==> src/design/lcfr_pkg.sv <==
package lcfr_pkg;

  localparam int ByteW = 8;
  localparam int LenW  = 16;
  localparam int ActW  = 2;
  localparam int StatW = 3;

  localparam logic [LenW-1:0] MaxLengthReset = '1;

  localparam logic [ActW-1:0] ACT_START   = 2'd0;
  localparam logic [ActW-1:0] ACT_BYTE    = 2'd1;
  localparam logic [ActW-1:0] ACT_TIMEOUT = 2'd2;

  localparam logic [StatW-1:0] ST_OK       = 3'd0;
  localparam logic [StatW-1:0] ST_NO_MSG   = 3'd1;
  localparam logic [StatW-1:0] ST_TOO_LONG = 3'd2;
  localparam logic [StatW-1:0] ST_MISMATCH = 3'd3;
  localparam logic [StatW-1:0] ST_TIMEOUT  = 3'd4;

  localparam logic KIND_BYTE   = 1'b0;
  localparam logic KIND_STATUS = 1'b1;

  typedef struct packed {
    logic             kind;
    logic [ByteW-1:0] data_byte;
    logic [LenW-1:0]  byte_index;
    logic [StatW-1:0] status;
    logic [LenW-1:0]  frame_length;
  } result_t;

endpackage

==> src/design/lcfr_core.sv <==
module lcfr_core import lcfr_pkg::*; (
  input  logic             clk,
  input  logic             rst,
  input  logic             step,
  input  logic [ActW-1:0]  action,
  input  logic [ByteW-1:0] rx_byte,
  input  logic [LenW-1:0]  len_limit,
  output logic             res_valid,
  output result_t          res
);

  typedef enum logic [2:0] {
    PH_IDLE   = 3'd0,
    PH_LEN_HI = 3'd1,
    PH_LEN_LO = 3'd2,
    PH_DATA   = 3'd3,
    PH_CS_HI  = 3'd4,
    PH_CS_LO  = 3'd5
  } phase_t;

  phase_t           phase, phase_next;
  logic [LenW-1:0]  expected_length, expected_length_next;
  logic [LenW-1:0]  bytes_seen, bytes_seen_next;
  logic [LenW-1:0]  running_sum, running_sum_next;
  logic [ByteW-1:0] checksum_high, checksum_high_next;
  logic [LenW-1:0]  full_length;
  logic [LenW-1:0]  seen_inc;
  logic [LenW-1:0]  cs_received;
  logic             armed;

  assign armed       = (phase != PH_IDLE);
  assign full_length = {expected_length[LenW-1:ByteW], rx_byte};
  assign seen_inc    = bytes_seen + LenW'(1);
  assign cs_received = {checksum_high, rx_byte};

  always_comb begin
    phase_next           = phase;
    expected_length_next = expected_length;
    bytes_seen_next      = bytes_seen;
    running_sum_next     = running_sum;
    checksum_high_next   = checksum_high;
    res_valid            = 1'b0;
    res                  = '0;
    if (action == ACT_START) begin
      phase_next           = PH_LEN_HI;
      expected_length_next = '0;
      bytes_seen_next      = '0;
      running_sum_next     = '0;
      checksum_high_next   = '0;
    end else if (action == ACT_TIMEOUT) begin
      if (armed) begin
        phase_next = PH_IDLE;
        res_valid  = 1'b1;
        res.kind   = KIND_STATUS;
        res.status = ST_TIMEOUT;
        if (phase != PH_LEN_HI && phase != PH_LEN_LO) begin
          res.frame_length = expected_length;
        end
      end
    end else if (action == ACT_BYTE) begin
      case (phase)
        PH_LEN_HI: begin
          expected_length_next = {rx_byte, {ByteW{1'b0}}};
          phase_next           = PH_LEN_LO;
        end
        PH_LEN_LO: begin
          expected_length_next = full_length;
          if (full_length == '0) begin
            phase_next = PH_IDLE;
            res_valid  = 1'b1;
            res.kind   = KIND_STATUS;
            res.status = ST_NO_MSG;
          end else if (full_length > len_limit) begin
            phase_next       = PH_IDLE;
            res_valid        = 1'b1;
            res.kind         = KIND_STATUS;
            res.status       = ST_TOO_LONG;
            res.frame_length = full_length;
          end else begin
            bytes_seen_next  = '0;
            running_sum_next = '0;
            phase_next       = PH_DATA;
          end
        end
        PH_DATA: begin
          res_valid        = 1'b1;
          res.kind         = KIND_BYTE;
          res.data_byte    = rx_byte;
          res.byte_index   = bytes_seen;
          running_sum_next = running_sum + LenW'(rx_byte);
          bytes_seen_next  = seen_inc;
          if (seen_inc == expected_length) begin
            phase_next = PH_CS_HI;
          end
        end
        PH_CS_HI: begin
          checksum_high_next = rx_byte;
          phase_next         = PH_CS_LO;
        end
        PH_CS_LO: begin
          phase_next       = PH_IDLE;
          res_valid        = 1'b1;
          res.kind         = KIND_STATUS;
          res.status       = (cs_received == running_sum) ? ST_OK : ST_MISMATCH;
          res.frame_length = expected_length;
        end
        default: begin
          phase_next = PH_IDLE;
        end
      endcase
    end
  end

  always_ff @(posedge clk) begin
    if (rst) begin
      phase           <= PH_IDLE;
      expected_length <= '0;
      bytes_seen      <= '0;
      running_sum     <= '0;
      checksum_high   <= '0;
    end else if (step) begin
      phase           <= phase_next;
      expected_length <= expected_length_next;
      bytes_seen      <= bytes_seen_next;
      running_sum     <= running_sum_next;
      checksum_high   <= checksum_high_next;
    end
  end

  a_data_in_range: assert property (@(posedge clk) disable iff (rst)
    phase == PH_DATA |-> expected_length != '0 && bytes_seen < expected_length)
    else $error("payload count outside frame length");

  a_byte_only_in_data: assert property (@(posedge clk) disable iff (rst)
    res_valid && res.kind == KIND_BYTE |-> phase == PH_DATA && action == ACT_BYTE)
    else $error("payload byte produced outside payload phase");

  a_status_ends_frame: assert property (@(posedge clk) disable iff (rst)
    step && res_valid && res.kind == KIND_STATUS |=> phase == PH_IDLE)
    else $error("receiver still armed after status");

endmodule

==> src/design/lcfr_out_reg.sv <==
module lcfr_out_reg import lcfr_pkg::*; (
  input  logic    clk,
  input  logic    rst,
  input  logic    load,
  input  result_t load_data,
  input  logic    ready,
  output logic    valid,
  output result_t data
);

  always_ff @(posedge clk) begin
    if (rst) begin
      valid <= 1'b0;
    end else if (load) begin
      valid <= 1'b1;
    end else if (ready) begin
      valid <= 1'b0;
    end
  end

  always_ff @(posedge clk) begin
    if (load) begin
      data <= load_data;
    end
  end

endmodule

==> src/design/length_checksum_frame_receiver.sv <==
// Receives one length-prefixed frame from a byte stream: a start action arms
// the receiver, then it expects a 16-bit big-endian length, that many payload
// bytes and a 16-bit big-endian checksum (sum of payload bytes mod 65536).
// Every payload byte comes out with its index, and each frame not cut short by
// a new start ends with one status transfer (ok, no message, too long,
// checksum mismatch or timeout). Bytes and timeouts while idle produce nothing.
// One item is taken per cycle as long as results are taken: an input register
// feeds a combinational frame state update, whose result lands in an output
// register. The length limit may only be written while no item is in flight.
module length_checksum_frame_receiver import lcfr_pkg::*; (
  input  logic             clk,
  input  logic             rst,
  input  logic             item_valid,
  output logic             item_ready,
  input  logic [ActW-1:0]  action,
  input  logic [ByteW-1:0] rx_byte,
  output logic             result_valid,
  input  logic             result_ready,
  output logic             kind,
  output logic [ByteW-1:0] data_byte,
  output logic [LenW-1:0]  byte_index,
  output logic [StatW-1:0] status,
  output logic [LenW-1:0]  frame_length,
  input  logic             cfg_write,
  input  logic [LenW-1:0]  cfg_data
);

  logic             in_full;
  logic [ActW-1:0]  in_action;
  logic [ByteW-1:0] in_byte;
  logic [LenW-1:0]  len_limit;
  logic             advance;
  logic             res_valid;
  result_t          res;
  result_t          out_data;

  assign advance    = in_full && (!result_valid || result_ready);
  assign item_ready = !in_full || advance;

  always_ff @(posedge clk) begin
    if (rst) begin
      in_full <= 1'b0;
    end else if (item_ready) begin
      in_full <= item_valid;
    end
  end

  always_ff @(posedge clk) begin
    if (item_valid && item_ready) begin
      in_action <= action;
      in_byte   <= rx_byte;
    end
  end

  always_ff @(posedge clk) begin
    if (rst) begin
      len_limit <= MaxLengthReset;
    end else if (cfg_write) begin
      len_limit <= cfg_data;
    end
  end

  lcfr_core u_core (
    .clk       (clk),
    .rst       (rst),
    .step      (advance),
    .action    (in_action),
    .rx_byte   (in_byte),
    .len_limit (len_limit),
    .res_valid (res_valid),
    .res       (res)
  );

  lcfr_out_reg u_out (
    .clk       (clk),
    .rst       (rst),
    .load      (advance && res_valid),
    .load_data (res),
    .ready     (result_ready),
    .valid     (result_valid),
    .data      (out_data)
  );

  assign kind         = out_data.kind;
  assign data_byte    = out_data.data_byte;
  assign byte_index   = out_data.byte_index;
  assign status       = out_data.status;
  assign frame_length = out_data.frame_length;

  a_byte_fields_clean: assert property (@(posedge clk) disable iff (rst)
    result_valid && kind == KIND_BYTE |-> status == ST_OK && frame_length == '0)
    else $error("payload transfer carries status fields");

  a_status_fields_clean: assert property (@(posedge clk) disable iff (rst)
    result_valid && kind == KIND_STATUS |-> data_byte == '0 && byte_index == '0)
    else $error("status transfer carries payload fields");

  a_no_overwrite: assert property (@(posedge clk) disable iff (rst)
    result_valid && !result_ready |=> result_valid && $stable(out_data))
    else $error("pending result overwritten");

endmodule
==> config.mk <==
export PLATFORM = sky130hd
export DESIGN_NAME = length_checksum_frame_receiver
export DESIGN_NICKNAME = d
export VERILOG_FILES = /design/src/design/lcfr_pkg.sv /design/src/design/lcfr_core.sv /design/src/design/lcfr_out_reg.sv /design/src/design/length_checksum_frame_receiver.sv
export SDC_FILE = /design/constraint.sdc
export NUM_CORES = 1
export LEC_CHECK = 0
export CAP_MARGIN = 30
export CORE_ASPECT_RATIO = 0.7
export CORE_MARGIN = 2
export CORE_UTILIZATION = 58
export CTS_BUF_LIST = sky130_fd_sc_hd__clkbuf_8 sky130_fd_sc_hd__clkbuf_16
export DETAILED_ROUTE_END_ITERATION = 10
export DONT_BUFFER_PORTS = 1
export PLACE_DENSITY = 0.76
export SETUP_SLACK_MARGIN = 0.3
export SLEW_MARGIN = 20
export SYNTH_ARGS = -nofsm -noshare
export SYNTH_HDL_FRONTEND = slang
export SYNTH_SLANG_ARGS = --single-unit
==> constraint.sdc <==
create_clock -name clk -period 4.25 [get_ports clk]
set_clock_uncertainty 0.05 [all_clocks]
set_input_delay 0.85 -clock clk [delete_from_list [all_inputs] [get_ports clk]]
set_output_delay 0.85 -clock clk [all_outputs]
set_load 0.03 [all_outputs]
==> results by group, run 1 <==
Run status
  – Status: finished clean

Clocking
  – H-tree depth: 4
  – Clock Sinks: 131
  – Root buffer cell: clkbuf_16
  – CTS tree: built
  – Setup Buffers After CTS: 0
  – Max clock buf depth: 2
  – Total CTS buffers: 17
  – Resized cells post-CTS: 0
  – Post-CTS Hold Fix Bufs: 0
  – Register clock-pin slew on the reported worst setup and hold paths: 0.06 ns
  – Clock latency on the worst-skew pair: between 0.4 and 0.5 ns

Placement
  – Final RePlAce weighted congestion: 1.01
  – DP HPWL: 12100 µm
  – Number of port buffers: 0

Worst setup path
  – Crit path launch type: register
  – CP Class: register to register
  – Most used cell, CP: nand3_1
  – CP endpoint kind: register
  – Slowest-stage cell, CP: edfxtp_1
  – Worst path max stage delay: between 0.5 and 0.6 ns
  – Arrival time of the worst setup path: ~3.4 ns
  – Critical path data required time: 4.32 ns
  – CP Max Fanout: 34
  – Worst-path cell chain: ha_1, nand3_1, nor3_1, nand3_1, a32o_1, a21oi_1, a21oi_4, buf_4

STA
  – Period minus WS final: around 3.4 ns
  – Max-slew headroom: 0.455
  – Final Hold Vio Count: 0
  – # setup viols final: 0
  – Unrepaired setup endpoints after global routing: false
  – F_max: 297 MHz
  – Final period utilization: 0.793
  – Max-slew violations: 0
  – Setup TNS: 0 ns
  – Worst Tran Pin Value: between 0.8 and 0.9 ns

Die
  – Row count: 32
  – Die H: approximately 94 µm
  – Die ar.: ~0.012 mm²
  – Core Box Area: 0.0111 mm²
  – Die extent in x: 132 µm
  – Initial Util: 0.601
  – Boundary Pins: just under 80

Power and ir drop
  – Static Leak: between 2 and 3 nW
  – Highest ir drop seen on vdd: 0.329 mV
  – PD cells: 416 mW/mm²
  – Final Total Pwr: about 0.0031 W

Worst hold path
  – Min-delay worst type: register to register

Yosys
  – Share of flip-flops with an asynchronous set or reset: 0
  – Yosys warns: 0
  – Post-synth top area share: 0.242
  – Synth Net Count: ~760
  – Count of cell types in the netlist: 63
  – Seq/Total Area, Yosys: 0.473
  – Synth Flop Type: dfxtp_1
  – EDFF count, synth: 54
  – Synth Cell Area: 0.00669 mm²
  – Synth area leader: edfxtp_1
  – Mean Syn Cell Area: 9.48 µm²
  – Synth area leaders: edfxtp_1 (24%), dfxtp_1 (23%), ha_1 (4.7%)
  – Yosys reg bits: 131
  – Mapped Cells: between 700 and 800

Cells and area
  – P&R area growth vs syn: 10.9%
  – Share of cells above drive strength 1: 0.0752
  – Nets: 749
  – ANT cells: 0
  – Highest-count cells in the layout ignoring fill and taps: nand2_1 (77), dfxtp_1 (77), nor2_1 (56)
  – Fillers: roughly 870

GRT
  – Tot GR Track Use: 0.293
  – Initial antenna violation count: 3
  – Gr ovfl total: 0
  – Pin count of the biggest net entering global routing: 57
  – Global-route wire length before repair: 28000 µm
  – Vias in the first global route: about 5200

Drt
  – Final WL: approximately 17000 µm
  – Initial DRC count: 531
  – Routed via count: 5502
  – Remaining antenna violation count: 0
  – Routed WL per cell: 20.1 µm
  – DR pass1 iterations: 6
  – Via/cell ratio: 6.41
  – DRC Markers: 0

Flow run
  – Max cap viols: 0
## area by class of cell
| class | instances | area (µm²) | share of cell area |
|---|---|---|---|
| clock buffers | 17 | 425 | 0.0573 |
| well taps | 153 | 191 | 0.0258 |
| multi-input cells | 504 | 3250 | 0.438 |
| inverters | 29 | 109 | 0.0147 |
| flip-flops and latches | 131 | 3160 | 0.426 |
| repair buffers | 9 | 67.6 | 0.00911 |
| clock inverters | 15 | 215 | 0.0290 |
## critical path: cells and delay by family (launching register included)
family	cells	cell delay, ns
simple gates	3	0.90
buf+inv	1	0.30
fa+ha+maj	1	0.38
compound gates	3	0.85
flops	1	0.56
## per-stage QoR
| stage | worst slack, ns | hold slack (ns) | util | cells | instance area (µm²) |
|---|---|---|---|---|---|
| 3_5_place_dp | 0.918 | 0.405 | 0.609 | 826 | 6780 |
| 2_1_floorplan | 0.885 | 0.392 | - | 706 | 6700 |
| 6_report | 0.880 | 0.414 | 0.667 | 858 | 7420 |
| 4_1_cts | 0.907 | 0.413 | 0.667 | 858 | 7420 |
| 5_1_grt | 0.722 | 0.437 | 0.667 | 858 | 7420 |
| 3_3_place_gp | 1.03 | 0.400 | 0.609 | 826 | 6780 |
## cells by family after synthesis
group	synth area share
buffers and inverters	0.0437
AO/OA/AOI/OAI	0.185
AND/OR/NAND/NOR	0.181
multiplexers	0.0151
XOR/XNOR	0.0523
flip-flops	0.473
adder cells (fa/ha/maj)	0.0497
## sequential cells by signal, summed over array words and instances, names as in the netlist, 2 cells and up
name / flops
u_core.phase: 3
u_core.bytes_seen: 16
u_out.data: 44
len_limit: 16
u_core.checksum_high: 8
in_byte: 8
in_action: 2
u_core.expected_length: 16
u_core.running_sum: 16
## worst paths after layout
kind | depth (start not counted) | slack (ns) | to | from
setup reg to reg | 8 | 0.88 | u_out.data[32] | in_byte[4]
hold / removal | 2 | 0.41 | u_core.checksum_high[1] | u_core.checksum_high[1]
hold reg to reg | 2 | 0.41 | u_core.checksum_high[1] | u_core.checksum_high[1]
setup / recovery | 8 | 0.88 | u_out.data[32] | in_byte[4]
## cell usage after synthesis (all sizes together), types with 7 or more instances
master,n
a21oi,44
o21a,8
inv,29
xor2,13
a311oi,16
o211ai,18
dfxtp,77
clkbuf,22
nor2,57
nand2b,9
nor4,10
xnor2,27
edfxtp,54
buf,20
nor2b,13
nor3,10
o21ai,26
a22oi,21
and3,23
nand2,77
a22o,7
mux2i,9
ha,25
nand3,22
nand4,13
## metal layers
metal,up-vias,wire length [µm],share of wire,global-route usage
met2,245,7810,0.45,0.453
met5,-,24,0.0014,0
met1,2647,7690,0.44,0.402
met4,4,310,0.018,0.102
li1,2566,-,-,-
met3,40,1460,0.084,0.0766
## power breakdown
group	switching [W]	total [W]	internal, W
clock network	0.000544	0.00158	0.00104
logic	0.0000913	0.000142	0.0000506
registers	0.0000367	0.00137	0.00133
total	0.000672	0.00309	0.00242
Power figures use the tool's default switching activity.
==> inputs of run 2 (changes only) <==
--- a/config.mk
+++ b/config.mk
@@ -8,7 +8,7 @@
 export CAP_MARGIN = 30
 export CORE_ASPECT_RATIO = 0.7
 export CORE_MARGIN = 2
-export CORE_UTILIZATION = 58
+export CORE_UTILIZATION = 60
 export CTS_BUF_LIST = sky130_fd_sc_hd__clkbuf_8 sky130_fd_sc_hd__clkbuf_16
 export DETAILED_ROUTE_END_ITERATION = 10
 export DONT_BUFFER_PORTS = 1
==> constraint.sdc (replaced) <==
create_clock -name clk -period 3.2 [get_ports clk]
set_clock_uncertainty 0.05 [all_clocks]
set_input_delay 0.64 -clock clk [delete_from_list [all_inputs] [get_ports clk]]
set_output_delay 0.64 -clock clk [all_outputs]
set_load 0.03 [all_outputs]
==> run 2 against run 1 <==
Net effect: register-to-register slack got worse by 0.48 ns; critical endpoint is now u_core.bytes_seen[2]; worst hold slack got worse by 0.18 ns; wire length grew 4.7%; core utilization rose by 3.2 points; global-route usage increased by 2.1 points; largest power group unchanged; final cell count is 2.2% higher; via count up 1.7%; maximum frequency rose by 20%.
==> results by group, run 2 (synthesis results as in run 1) <==
Run status
  – Status: finished clean

STA
  – Final period utilization: 0.876 (+0.0827)
  – WHS: 0.239 ns (-0.176 ns)
  – Period minus WS final: 2.80 ns (-0.568 ns)
  – Max-slew violations: 0 (unchanged)
  – Final setup margin: 0.398 ns (-0.482 ns)
  – # setup viols final: 0 (unchanged)
  – F_max: 357 MHz (+20%)
  – Worst Tran Pin Value: 0.810 ns (-0.000853 ns)
  – Setup TNS: 0 ns (unchanged)
  – Unrepaired setup endpoints after global routing: false
  – Max-slew headroom: 0.457 (+0.00193)
  – Final Hold Vio Count: 0 (unchanged)

Worst hold path
  – Min-delay worst type: primary input to register

Drt
  – Routed via count: 5596 (+1.7%)
  – Via/cell ratio: 6.38 (-0.50%)
  – Routed WL per cell: 20.6 µm (+2.4%)
  – DR pass1 iterations: 6 (unchanged)
  – DRC Markers: 0 (unchanged)
  – Remaining antenna violation count: 0 (unchanged)
  – Initial DRC count: 586 (+10%)
  – Final WL: 18100 µm (+4.7%)

Die
  – Die ar.: 0.0120 mm² (-3.2%)
  – Die H: 92.4 µm (-1.6%)
  – Boundary Pins: 77 (unchanged)
  – Core Box Area: 0.0109 mm² (-1.8%)
  – Row count: 32 (unchanged)
  – Die extent in x: 130 µm (-1.6%)
  – Initial Util: 0.612 (+0.0110)

Worst setup path
  – Crit path launch type: register
  – CP endpoint kind: register
  – Critical path data required time: 3.41 ns (-0.91 ns)
  – CP Max Fanout: 20 (-41%)
  – CP Class: register to register
  – Worst reg2reg setup slack: 0.40 ns (-0.48 ns)
  – Arrival time of the worst setup path: 3.02 ns (-0.42 ns)

Clocking
  – Root buffer cell: clkbuf_16
  – Clock Sinks: 131 (unchanged)
  – Register clock-pin slew on the reported worst setup and hold paths: 0.06 ns (about the same)
  – Clock latency on the worst-skew pair: 0.42 ns (about the same)
  – Post-CTS Hold Fix Bufs: 0 (unchanged)
  – Max clock buf depth: 2 (unchanged)
  – CTS tree: built
  – Total CTS buffers: 17 (unchanged)
  – H-tree depth: 4 (unchanged)

Placement
  – DP HPWL: 12400 µm (+2.4%)
  – Pre-CTS WS: 0.318 ns (-0.601 ns)
  – Area after DPL: 0.00690 mm² (+1.8%)
  – Final RePlAce weighted congestion: 0.908 (-9.6%)
  – Number of port buffers: 0 (unchanged)

Power and ir drop
  – Highest ir drop seen on vdd: 0.435 mV (+32%)
  – Static Leak: 2.89 nW (+4.2%)
  – Final Total Pwr: 0.00415 W (+34%)
  – PD cells: 543 mW/mm² (+31%)

Cells and area
  – Multi-input logic area: 0.00328 mm² (+1.1%)
  – Highest-count cells in the layout ignoring fill and taps: nand2_1 (77), dfxtp_1 (77), nor2_1 (56)
  – Fillers: 800 (-7.7%)
  – Top reg by flops: u_out.data
  – Share of cells above drive strength 1: 0.108 (+0.0326)
  – Nets: 768 (+2.5%)
  – Post-route cell area: 0.00763 mm² (+2.9%)
  – P&R area growth vs syn: 14.0%
  – Max reg flops: 44 (unchanged)
  – Register area: 0.00316 mm² (unchanged)
  – ANT cells: 0 (unchanged)

GRT
  – Global-route wire length before repair: 28600 µm (+2.2%)
  – Initial antenna violation count: 0 (-3)
  – Pin count of the biggest net entering global routing: 57 (unchanged)
  – Gr ovfl total: 0 (unchanged)
  – Vias in the first global route: 5408 (+3.5%)
  – Tot GR Track Use: 0.315 (+0.0215)

Flow run
  – Max cap viols: 0 (unchanged)
[run 2: cell count changes in the layout (fill, tap and decap cells not counted), sizes merged]
| cell | change |
|---|---|
| inv | +6 |
| bufinv | -1 |
| clkbuf | +1 |
| buf | +18 |
| clkinv | -5 |
[run 2: layer usage]
layer / track usage / part of all wire / wire length (µm)
met1: 0.436 / 0.44 / 8050
met2: 0.462 / 0.44 / 8020
met3: 0.0947 / 0.091 / 1640
met4: 0.124 / 0.021 / 380
met5: 0 / 0 / 0
[run 2: worst paths after layout]
kind / to / start / cells past startpoint
setup / recovery: u_core.bytes_seen[2] / in_byte[3] / 9
hold / removal: u_core.bytes_seen[15] / rst / 1
setup reg to reg: u_core.bytes_seen[2] / in_byte[3] / 9
hold reg to reg: u_core.running_sum[4] / u_core.running_sum[4] / 2
[run 2: repair_timing]
action,in CTS,in global routing
cloned,0,2
setup endpoints to repair,8,52
pin swaps,0,3
resized for setup,1,6
setup buffers,0,3
[run 2: critical path: stages, from the launching register on]
cell and delay, ns:
edfxtp_1 0.41, ha_1 0.33, a21o_1 0.18, a22oi_2 0.18
o211ai_1 0.15, a311o_2 0.46, a31o_4 0.28, a21oi_1 0.15
buf_4 0.28, a311oi_1 0.15
[run 2: layout make-up]
cell class | count | share of cell area
Clock buffer | 17 | 0.0557
Clock inverter | 15 | 0.0284
Inverter | 29 | 0.0143
Multi-Input combinational cell | 504 | 0.430
Sequential cell | 131 | 0.414
Tap cell | 153 | 0.0251
Timing Repair Buffer | 28 | 0.0320
[run 2: power by group]
part | internal, W | total, W | switching [W]
Sequential | 0.00176 | 0.00180 | 0.0000323
Combinational | 0.0000804 | 0.000229 | 0.000148
Clock | 0.00133 | 0.00212 | 0.000795
Total | 0.00317 | 0.00415 | 0.000975
[run 2: stage by stage]
stage           util  instances
2_1_floorplan      -        706
3_3_place_gp   0.632        840
3_5_place_dp   0.632        840
4_1_cts        0.691        872
5_1_grt        0.698        877
6_report       0.698        877
